[config.mk]
export PLATFORM = sky130hd
export DESIGN_NAME = isort_cell
export DESIGN_NICKNAME = d
export VERILOG_FILES = /design/src/design/isort_pkg.sv /design/src/design/isort_cell.sv
export SDC_FILE = /design/constraint.sdc
export NUM_CORES = 1
export LEC_CHECK = 0
export BUFFER_PORTS_ARGS = -buffer_cell sky130_fd_sc_hd__buf_4
export CORE_MARGIN = 10
export CORE_UTILIZATION = 46
export CTS_CLUSTER_DIAMETER = 80
export DETAILED_ROUTE_END_ITERATION = 10
export GPL_TIMING_DRIVEN = 1
export PLACE_DENSITY = 0.83
export SKIP_CTS_REPAIR_TIMING = 1
export SLEW_MARGIN = 30
export SYNTH_ARGS = -nofsm -noshare
export SYNTH_HDL_FRONTEND = slang
export SYNTH_SLANG_ARGS = --single-unit
[constraint.sdc]
create_clock -name i_clk -period 4.9 [get_ports i_clk]
set_input_delay 0.245 -clock i_clk [delete_from_list [all_inputs] [get_ports i_clk]]
set_output_delay 0.245 -clock i_clk [all_outputs]
set_load 0.02 [all_outputs]
[src/design/isort_pkg.sv]
// Package for the insertion sorter: default sizes and the control word
// that the top level broadcasts to every cell of the sorting chain.
// No dependencies.
package isort_pkg;

    localparam int DEF_MAX_ITEMS  = 64;
    localparam int DEF_DATA_WIDTH = 32;

    // Per-cycle command to all cells: insert the broadcast value, or shift
    // the whole chain down by one place towards the output.
    typedef struct packed {
        logic insert;
        logic drain;
    } t_cell_ctl;

endpackage

[src/design/isort_cell.sv]
// One cell of the systolic insertion chain: holds a single value and its
// valid bit, and trades data with its two neighbours every cycle.
// Depends on isort_pkg.
module isort_cell #(
    parameter int DATA_WIDTH = isort_pkg::DEF_DATA_WIDTH
) (
    input  logic                    i_clk,
    input  logic                    i_rst_n,
    input  isort_pkg::t_cell_ctl    i_ctl,
    input  logic [DATA_WIDTH-1:0]   i_new_value,
    input  logic                    i_prev_valid,
    input  logic                    i_prev_gt,
    input  logic [DATA_WIDTH-1:0]   i_prev_value,
    input  logic                    i_next_valid,
    input  logic [DATA_WIDTH-1:0]   i_next_value,
    output logic                    o_valid,
    output logic                    o_gt,
    output logic [DATA_WIDTH-1:0]   o_value
);

    logic                  r_valid;
    logic [DATA_WIDTH-1:0] r_value;
    logic                  n_valid;
    logic [DATA_WIDTH-1:0] n_value;
    logic                  gt;

    // Strictly greater keeps the sort stable: equal values stay in front.
    assign gt = r_valid && ($signed(r_value) > $signed(i_new_value));

    always_comb begin
        n_valid = r_valid;
        n_value = r_value;
        if (i_ctl.drain) begin
            n_valid = i_next_valid;
            n_value = i_next_value;
        end else if (i_ctl.insert) begin
            if (i_prev_gt) begin
                n_valid = 1'b1;
                n_value = i_prev_value;
            end else if (i_prev_valid && (!r_valid || gt)) begin
                n_valid = 1'b1;
                n_value = i_new_value;
            end
        end
    end

    always_ff @(posedge i_clk) begin
        if (!i_rst_n) begin
            r_valid <= 1'b0;
        end else begin
            r_valid <= n_valid;
        end
        r_value <= n_value;
    end

    assign o_valid = r_valid;
    assign o_gt    = gt;
    assign o_value = r_value;

endmodule

==> flow_summary.toml, run 1 <==
[outcome]
status = "finished, final reports clean"

[clock_tree]
clock_latency_ns = 0.29
h-tree-depth = 2
clock_path_buffers = 2
numCtsBuffers = 5
tritoncts = "built"
cts.sinks = 33
cts-root-buf = "clkbuf_8"
clk_pin_slew_ns = 0.07

[pwr]
p_leak_nw = 1.900
ir_worst_vdd_uv = 208.2
comb_power_share = 0.361
p_clk_frac = 0.224
p_sw_mw = 0.2800
intPower_mw = 0.5979
pwr-share-seq = 0.415
swShare = 0.3190
p_per_area_mw_per_mm2 = 235.3

[drt]
wl_per_cell_um = 17.08
drt_pass1_iterations = 4
ant_nets = 0
vias = 2441
totalWireLength_um = 8029
drc_errors = 0
first_iter_violations = 93
via_per_inst = 5.194

[critical_path]
crit_arrival_ns = 2.83
slowest_delay_ns = 0.59
path_cells = "ha_1 -> nor2b_1 -> o211ai_1 -> a2111oi_0 -> o31ai_2 -> a31oi_4 -> buf_16"
path_max_fanout = 17
cp_slowest_cell = "a31oi_4"
required_ns = 4.89
cp_top_family = "compound AO/OA/AOI/OAI gates"
crit_path_end_kind = "flop"
cp-start-kind = "flop"
path_class = "flop to flop"
crit_buf_inv = 1

[synthesis]
syn_area_mm2 = 0.002541
yosys_warnings = 0
synth_top_area_frac = 0.3781
syn_area_per_cell_um2 = 9.626
syn_nets = 399
synthCells = 264
yosysUniqueCellTypes = 33
yosysSeqAreaShare = 0.3860
yosys.area.top_type = "edfxtp_1"
ys_ff_latch = 33
synthTopCellsByArea = "edfxtp_1 38%, ha_1 16%, mux2i_1 13%, o21ai_0 6.7%, nand2_1 5.6%"

[sta]
worst_pin_slew_ns = 0.6949
maxSlewHeadroom = 0.5367
rsz0062_at_grt = "no"
clock_skew_ns = 0.007693
finalCriticalPeriod_ns = 2.834
finalMaxSlewViolations = 0
setup_viol_count_final = 0
max_freq_mhz = 352.9
hold_viol_final = 0
holdWs_ns = 0.2108
tns_ns = 0
period_share = 0.5784

[global_routing]
grt_pass1_vias = 2645
grt_util_all_layers = 0.1736
antenna_found_initial = 0
grt_remaining_overflow = 0
grt_max_degree = 69
grt_pass1_wl_um = 12360

[floorplan]
core-area_mm2 = 0.005439
initial_core_util = 0.4672
rows = 27
fp.dieArea_mm2 = 0.008897
die_height_um = 94.33
io_pins = 137
dieWidth_um = 94.33

[finish]
layout-drive-gt1-share = 0.3769
area_growth_pct = 46.82
nNetsFinal = 532
antenna_cells = 0
n_fill_cell = 441

[job]
cap_viol_max_count = 0

[placed_design]
dpl.hpwl_um = 6562
portBuffers = 136
place.gp.congestion = 0.8013

[hold_path]
hold_class = "input port to flop"
==> power by group through the flow <==
stage	logic (mW)	registers (mW)	clock network, mW
2_1_floorplan	0.125	0.406	0
3_3_place_gp	0.304	0.369	0
3_5_place_dp	0.316	0.371	0
4_1_cts	0.319	0.365	0.202
5_1_grt	0.348	0.368	0.210
6_report	0.317	0.365	0.196
==> cell type report <==
| type | instances | area, um2 | share of cell area |
|---|---|---|---|
| Clock buffer | 5 | 68.82 | 0.01844 |
| Inverter | 32 | 120.1 | 0.03219 |
| Multi-Input combinational cell | 188 | 1410 | 0.3779 |
| Sequential cell | 33 | 980.9 | 0.2629 |
| Timing Repair Buffer | 137 | 1049 | 0.2810 |
| Tap cell | 72 | 90.09 | 0.02414 |
| Clock inverter | 3 | 12.51 | 0.003353 |
==> stage by stage <==
step	std cells	power (mW)	utilization	worst slack, ns	instance area [um2]
5_1_grt	470	0.9263	0.6860	1.929	3731
3_3_place_gp	461	0.6726	0.6660	2.053	3622
3_5_place_dp	462	0.6868	0.6710	2.094	3650
4_1_cts	470	0.8854	0.6860	2.052	3731
6_report	470	0.8779	0.6860	2.066	3731
2_1_floorplan	264	0.5310	-	1.126	2541
==> path summary, 6_finish.rpt <==
path,slack [ns],endpoint,cells after the start,start
max reg2reg,2.07,o_value[24]$_DFFE_PP_,7,o_value[1]$_DFFE_PP_
max,2.07,o_value[24]$_DFFE_PP_,7,o_value[1]$_DFFE_PP_
min,0.21,o_valid$_SDFFE_PN0P_,2,i_rst_n
min reg2reg,0.67,o_valid$_SDFFE_PN0P_,1,o_valid$_SDFFE_PN0P_
==> metal layers <==
layer / wire length (um) / track usage / vias to the layer above / part of all wire
met1: 2988 / 0.1775 / 1100 / 0.37
met5: 0 / 0 / - / 0
met4: 212 / 0.07342 / 0 / 0.026
met2: 4135 / 0.3118 / 99 / 0.52
li1: - / - / 1227 / -
met3: 693 / 0.06235 / 15 / 0.086
==> worst register-to-register path: stages (launching register included) <==
cell and delay, ns:
edfxtp_1 0.41, ha_1 0.33, nor2b_1 0.15, o211ai_1 0.09
a2111oi_0 0.54, o31ai_2 0.20, a31oi_4 0.59, buf_16 0.24
==> cell usage after synthesis <==
cell	number
o21a_1	3
mux2i_1	32
a221o_2	1
buf_2	3
dfxtp_1	1
edfxtp_1	32
nand4_2	1
nand2_1	38
ha_1	32
nand4_1	7
clkbuf_1	8
o21ai_0	34
a221oi_1	1
o31ai_2	1
inv_1	32
nor4_1	1
a21o_1	3
nor2_1	4
o211ai_1	3
nor2b_1	1
nor3_1	1
nand3_1	2
nor4_4	1
a2111oi_0	1
and2_1	1
a31oi_1	4
a211o_2	1
o31ai_1	1
a21oi_1	9
o311a_1	1
and3_2	1
a211oi_1	2
nand2b_1	1
==> logic make-up (layout without fill, tap and decap cells) <==
| logic type | Yosys count | after routing | synth area share |
|---|---|---|---|
| AOI/OAI and AO/OA | 65 | 65 | 0.1541 |
| and+or+nand+nor | 59 | 59 | 0.1113 |
| buffers and inverters | 43 | 177 | 0.06499 |
| DFF | 33 | 33 | 0.3860 |
| adders and majority gates | 32 | 32 | 0.1576 |
| muxes | 32 | 32 | 0.1260 |
==> layout by cell type, fill, tap and decap left out, drive strengths merged <==
cell and n:
buf 137, nand2 38, o21ai 34, inv 32
mux2i 32, ha 32, edfxtp 32, a21oi 9
nand4 8, clkbuf 5, nor2 4, a31oi 4
o211ai 3, o21a 3, a21o 3, clkinv 3
nand3 2, a211oi 2, nor4 2, o31ai 2
nor2b 1, a2111oi 1, a221o 1, a211o 1
nor3 1, a221oi 1, and3 1, and2 1
nand2b 1, o311a 1, dfxtp 1
==> flip-flops by register name, summed over array words and instances (netlist names) <==
signal	count
o_value	32
o_valid	1
Power figures use the tool's default switching activity.
==> run 2: changes to the inputs <==
ABC_AREA = 1   (was unset)
CORE_UTILIZATION = 41   (was 46)
PLACE_DENSITY = 0.78   (was 0.83)
clock period = 2.6 ns   (was 4.9 ns; I/O delays follow)
==> run 2 against run 1 <==
Net effect: synthesized cell count increased by 14%; synthesized area is 2.2% higher; total power rose by 91%; first-iteration DRC count increased by 11%; core utilization shrank 4.5 points; global-route usage fell by 2.0 points; critical path type unchanged.
==> flow_summary.toml, run 2 <==
[drt]
vias = 2562
wl_met2_um = 3922
drt_pass1_iterations = 4
drc_errors = 0
via_per_inst = 4.984
wl_per_cell_um = 15.70
wl_met1_um = 3393
first_iter_violations = 103
dr_wl_met3_um = 685
totalWireLength_um = 8069
ant_nets = 0
highest_layer = "met4"

[synthesis]
yosysUniqueCellTypes = 24
async_flop_share = 0
synth_common_cells = "69 x nand2_1, 41 x inv_1, 32 x edfxtp_1, 32 x ha_1, 30 x o21a_1"
syn_area_per_cell_um2 = 8.601
synthFlopType = "edfxtp_1"
yosys_warnings = 0
syn_area_mm2 = 0.002597
yosysSeqAreaShare = 0.3776
synth_most_common_cell = "nand2_1"
yosys.area.top_type = "edfxtp_1"
ys_ff_latch = 33
synthTopCellsByArea = "edfxtp_1 37%, ha_1 15%, nand2_1 10%, o21a_1 8.7%, o211ai_1 8.4%"
synthCells = 302
syn_nets = 437
synth_top_area_frac = 0.3699
synth_edf_count = 32

[clock_tree]
cts-root-buf = "clkbuf_8"
numCtsBuffers = 5
h-tree-depth = 2
cts.sinks = 33
clock_path_buffers = 2
clock_latency_ns = 0.28
clk_pin_slew_ns = 0.07
tritoncts = "built"

[placed_design]
portBuffers = 136
dpl.hpwl_um = 6555
place_area_mm2 = 0.003700
dp.cells = 503
place.gp.congestion = 0.8181

[floorplan]
initial_core_util = 0.4311
fp.dieArea_mm2 = 0.009919
die_height_um = 99.60
core-area_mm2 = 0.006026
rows = 28
io_pins = 137
dieWidth_um = 99.60

[sta]
worst_pin_slew_ns = 0.5187
tns_ns = 0
finalCriticalPeriod_ns = 2.349
finalMaxSlewViolations = 0
rsz0062_at_grt = "no"
maxSlewHeadroom = 0.6542
setup_viol_count_final = 0
hold_viol_final = 0
period_share = 0.9033
max_freq_mhz = 425.8
holdWs_ns = 0.1166
clock_skew_ns = 0.009424

[finish]
n_fill_cell = 524
area_growth_pct = 48.65
nNetsFinal = 573
finalInstanceArea_mm2 = 0.003861
largest_reg_flops = 32
layout-drive-gt1-share = 0.3781
finalNonFillerCells = 514
layout_commonest_cell = "buf_4"
antenna_cells = 0
final_cell_mix = "138 x buf_4, 68 x nand2_1, 40 x inv_1, 32 x edfxtp_1"

[critical_path]
path_class = "flop to flop"
reg2reg_from = "o_value[31]$_DFFE_PP_"
cp-start-kind = "flop"
path_max_fanout = 16
required_ns = 2.64
crit_start = "o_value[31]$_DFFE_PP_"
crit_path_end_kind = "flop"
crit_arrival_ns = 2.39

[hold_path]
hold_class = "input port to flop"
hold_start = "i_next_value[3]"

[global_routing]
grt_max_degree = 53
grt_pass1_wl_um = 12720
grt_remaining_overflow = 0
grt_pass1_vias = 2633
antenna_found_initial = 0
grt_util_all_layers = 0.1535

[pwr]
ir_worst_vdd_uv = 271.3
p_leak_nw = 1.888
p_per_area_mw_per_mm2 = 433.5

[job]
cap_viol_max_count = 0

[outcome]
status = "finished, final reports clean"
==> run 2: cell type report <==
type                    instances  area (um2)  area share
clock buffers                   5       68.82     0.01782
clock inverters                 3       12.51    0.003240
inverters                      45       172.7     0.04472
multi-input cells             211        1420      0.3678
flip-flops and latches         33       980.9      0.2541
well taps                      75       93.84     0.02430
repair buffers                142        1112      0.2881
==> run 2: worst max-delay path, cell delays in order (launching register included) <==
cell and delay (ns):
edfxtp_1 0.44, ha_4 0.32, nand2_2 0.06, nor2_2 0.13, nand2_2 0.08, nor4_4 0.16, nand2_1 0.10, nand2_1 0.07
nand2_1 0.05, nand3_2 0.06, nand2_1 0.05, nand2_1 0.05, nand2_1 0.05, nand2_2 0.09, clkinvlp_4 0.17, buf_12 0.20
==> run 2: kinds of logic after synthesis <==
logic type               Yosys count  share of synthesized area
adder cells (fa/ha/maj)           32                     0.1541
buffers and inverters             58                    0.08959
AND/OR/NAND/NOR                   92                     0.1479
flip-flops                        33                     0.3776
AO/OA/AOI/OAI                     87                     0.2307
==> run 2: power breakdown <==
part | internal [mW] | switching [mW] | total [mW]
combinational | 0.309 | 0.312 | 0.621
clock | 0.180 | 0.191 | 0.371
sequential | 0.652 | 0.0306 | 0.682
total | 1.14 | 0.534 | 1.67
==> run 2: layer usage <==
| metal | global-route usage | vias up |
|---|---|---|
| met5 | 0 | - |
| li1 | - | 1312 |
| met1 | 0.1819 | 1151 |
| met2 | 0.2605 | 94 |
| met3 | 0.04983 | 5 |
| met4 | 0.03969 | 0 |
==> run 2: path summary, 6_finish.rpt <==
| check | depth (start not counted) | to | slack (ns) |
|---|---|---|---|
| setup / recovery | 15 | o_value[18]$_DFFE_PP_ | 0.25 |
| setup reg to reg | 15 | o_value[18]$_DFFE_PP_ | 0.25 |
| hold reg to reg | 2 | o_valid$_SDFFE_PN0P_ | 0.52 |
| hold / removal | 2 | o_value[3]$_DFFE_PP_ | 0.12 |
==> run 2: metrics by stage <==
step | setup slack, ns | power, mW | util
2_1_floorplan | 0.02766 | 1.017 | -
3_3_place_gp | 0.3530 | 1.280 | 0.6140
3_5_place_dp | 0.2635 | 1.294 | 0.6140
4_1_cts | 0.2429 | 1.667 | 0.6275
5_1_grt | 0.01442 | 1.785 | 0.6408
6_report | 0.2513 | 1.674 | 0.6408
==> run 3: changes to the inputs <==
PLACE_DENSITY = unset   (was 0.78)
PLACE_DENSITY_LB_ADDON = 0.3   (was unset)
RECOVER_POWER = 50   (was unset)
SKIP_LAST_GASP = 1   (was unset)
==> run 3 against run 2 <==
Net effect: the run now ends with max-capacitance violations, max-slew violations left; sequential share of layout area increased by 1.5 points; worst hold slack got worse by 0.00074 ns; largest power group unchanged; design area decreased by 5.6%; fmax increased by 1.4%.
==> flow_summary.toml, run 3 (synthesized netlist as in run 2, its figures left out) <==
[outcome]
status = "finished with violations"
failed_checks = "max-capacitance violations, max-slew violations"

[finish]
multi_input_area_mm2 = 0.001384
finalNonFillerCells = 509
regArea_um2 = 980.9
largest_reg_flops = 32
n_fill_cell = 591
layout_commonest_cell = "buf_4"
nNetsFinal = 568
area_growth_pct = 40.37
antenna_cells = 0
layout-drive-gt1-share = 0.2811
utilization = 0.6051
finalInstanceArea_mm2 = 0.003646
final_cell_mix = "102 x buf_4, 69 x nand2_1, 41 x inv_1, 34 x clkbuf_1"

[critical_path]
cp_slowest_cell = "edfxtp_1"
crit_path_end_kind = "flop"
crit_top_cell = "nand2_1"
slowest_delay_ns = 0.39
crit_arrival_ns = 2.30
path_class = "flop to flop"
required_ns = 2.58
path_max_fanout = 32
cp-start-kind = "flop"
path_cells = "ha_1 -> nand2_1 -> nor2_2 -> nand2_2 -> nor4_4 -> nand2_1 -> nand3_1 -> nand3_2 -> nand2_1 -> nand2_1 -> nand2_1 -> nand2_2 -> clkinvlp_4 -> buf_12"

[global_routing]
antenna_found_initial = 0
grt_pass1_wl_um = 12350
grt_pass1_vias = 2538
grt_max_degree = 64
grt_remaining_overflow = 0
grt_util_all_layers = 0.1507

[pwr]
ir_worst_vdd_uv = 232.9
p_leak_nw = 1.740
power_mw = 1.660
p_per_area_mw_per_mm2 = 455.2

[floorplan]
fp.dieArea_mm2 = 0.009919
core-area_mm2 = 0.006026
initial_core_util = 0.4311
io_pins = 137
dieWidth_um = 99.60
die_height_um = 99.60
rows = 28

[placed_design]
place.gp.congestion = 0.7631
place_area_mm2 = 0.003672
portBuffers = 136
dp.cells = 501
dpl.hpwl_um = 6361
place_ws_ns = 0.2439

[clock_tree]
cts-root-buf = "clkbuf_8"
numCtsBuffers = 5
clk_pin_slew_ns = 0.07
cts.sinks = 33
clock_path_buffers = 2
clock_latency_ns = 0.28
tritoncts = "built"
h-tree-depth = 2

[sta]
max_freq_mhz = 431.7
setup_viol_count_final = 0
finalCriticalPeriod_ns = 2.317
period_share = 0.8910
finalMaxSlewViolations = 63
hold_viol_final = 0
clock_skew_ns = 0.004239
holdWs_ns = 0.1158
maxSlewHeadroom = -0.1728
fin_ws_ns = 0.2834
rsz0062_at_grt = "no"
tns_ns = 0
worst_pin_slew_ns = 1.757

[drt]
drt_pass1_iterations = 4
wl_per_cell_um = 15.27
via_per_inst = 4.880
first_iter_violations = 99
ant_nets = 0
totalWireLength_um = 7773
drc_errors = 0
vias = 2484

[hold_path]
hold_class = "input port to flop"

[job]
cap_viol_max_count = 1
run 3: cell count changes in the layout (fill, tap and decap cells not counted), sizes merged:
cell / change
buf: -38
clkbuf: +35
clkinv: -2
run 3: worst paths after layout:
path         slack, ns  cells after the start               endpoint             startpoint
min reg2reg       0.52                      2   o_valid$_SDFFE_PN0P_   o_valid$_SDFFE_PN0P_
min               0.12                      2  o_value[26]$_DFFE_PP_       i_next_value[26]
max reg2reg       0.28                     14  o_value[24]$_DFFE_PP_  o_value[31]$_DFFE_PP_
max               0.28                     14  o_value[24]$_DFFE_PP_  o_value[31]$_DFFE_PP_
run 3: layer usage:
metal | routed length [um] | GRT usage | up-vias
li1 | - | - | 1302
met1 | 3193 | 0.1745 | 1072
met2 | 3745 | 0.2500 | 104
met3 | 752 | 0.06298 | 6
met4 | 82 | 0.03969 | 0
met5 | 0 | 0 | -
run 3: cell type report:
cell class	instances	area share
timing repair buffer	137	0.2505
clock inverter	1	0.001373
tap	75	0.02574
sequential	33	0.2690
clock buffer	7	0.02642
multi-input combinational	211	0.3795
inverter	45	0.04736
run 3: where the power goes:
group	total, mW	switching [mW]	leakage (nW)	internal [mW]
registers	0.680	0.0287	0.325	0.651
logic	0.547	0.300	1.36	0.247
clock network	0.433	0.193	0.0542	0.239
total	1.66	0.522	1.74	1.14
run 3: worst max-delay path, delay by kind of cell (launching register included):
kind	cells	cell delay, ns
flops	1	0.39
buf+inv	2	0.28
simple gates	11	0.98
fa+ha+maj	1	0.34
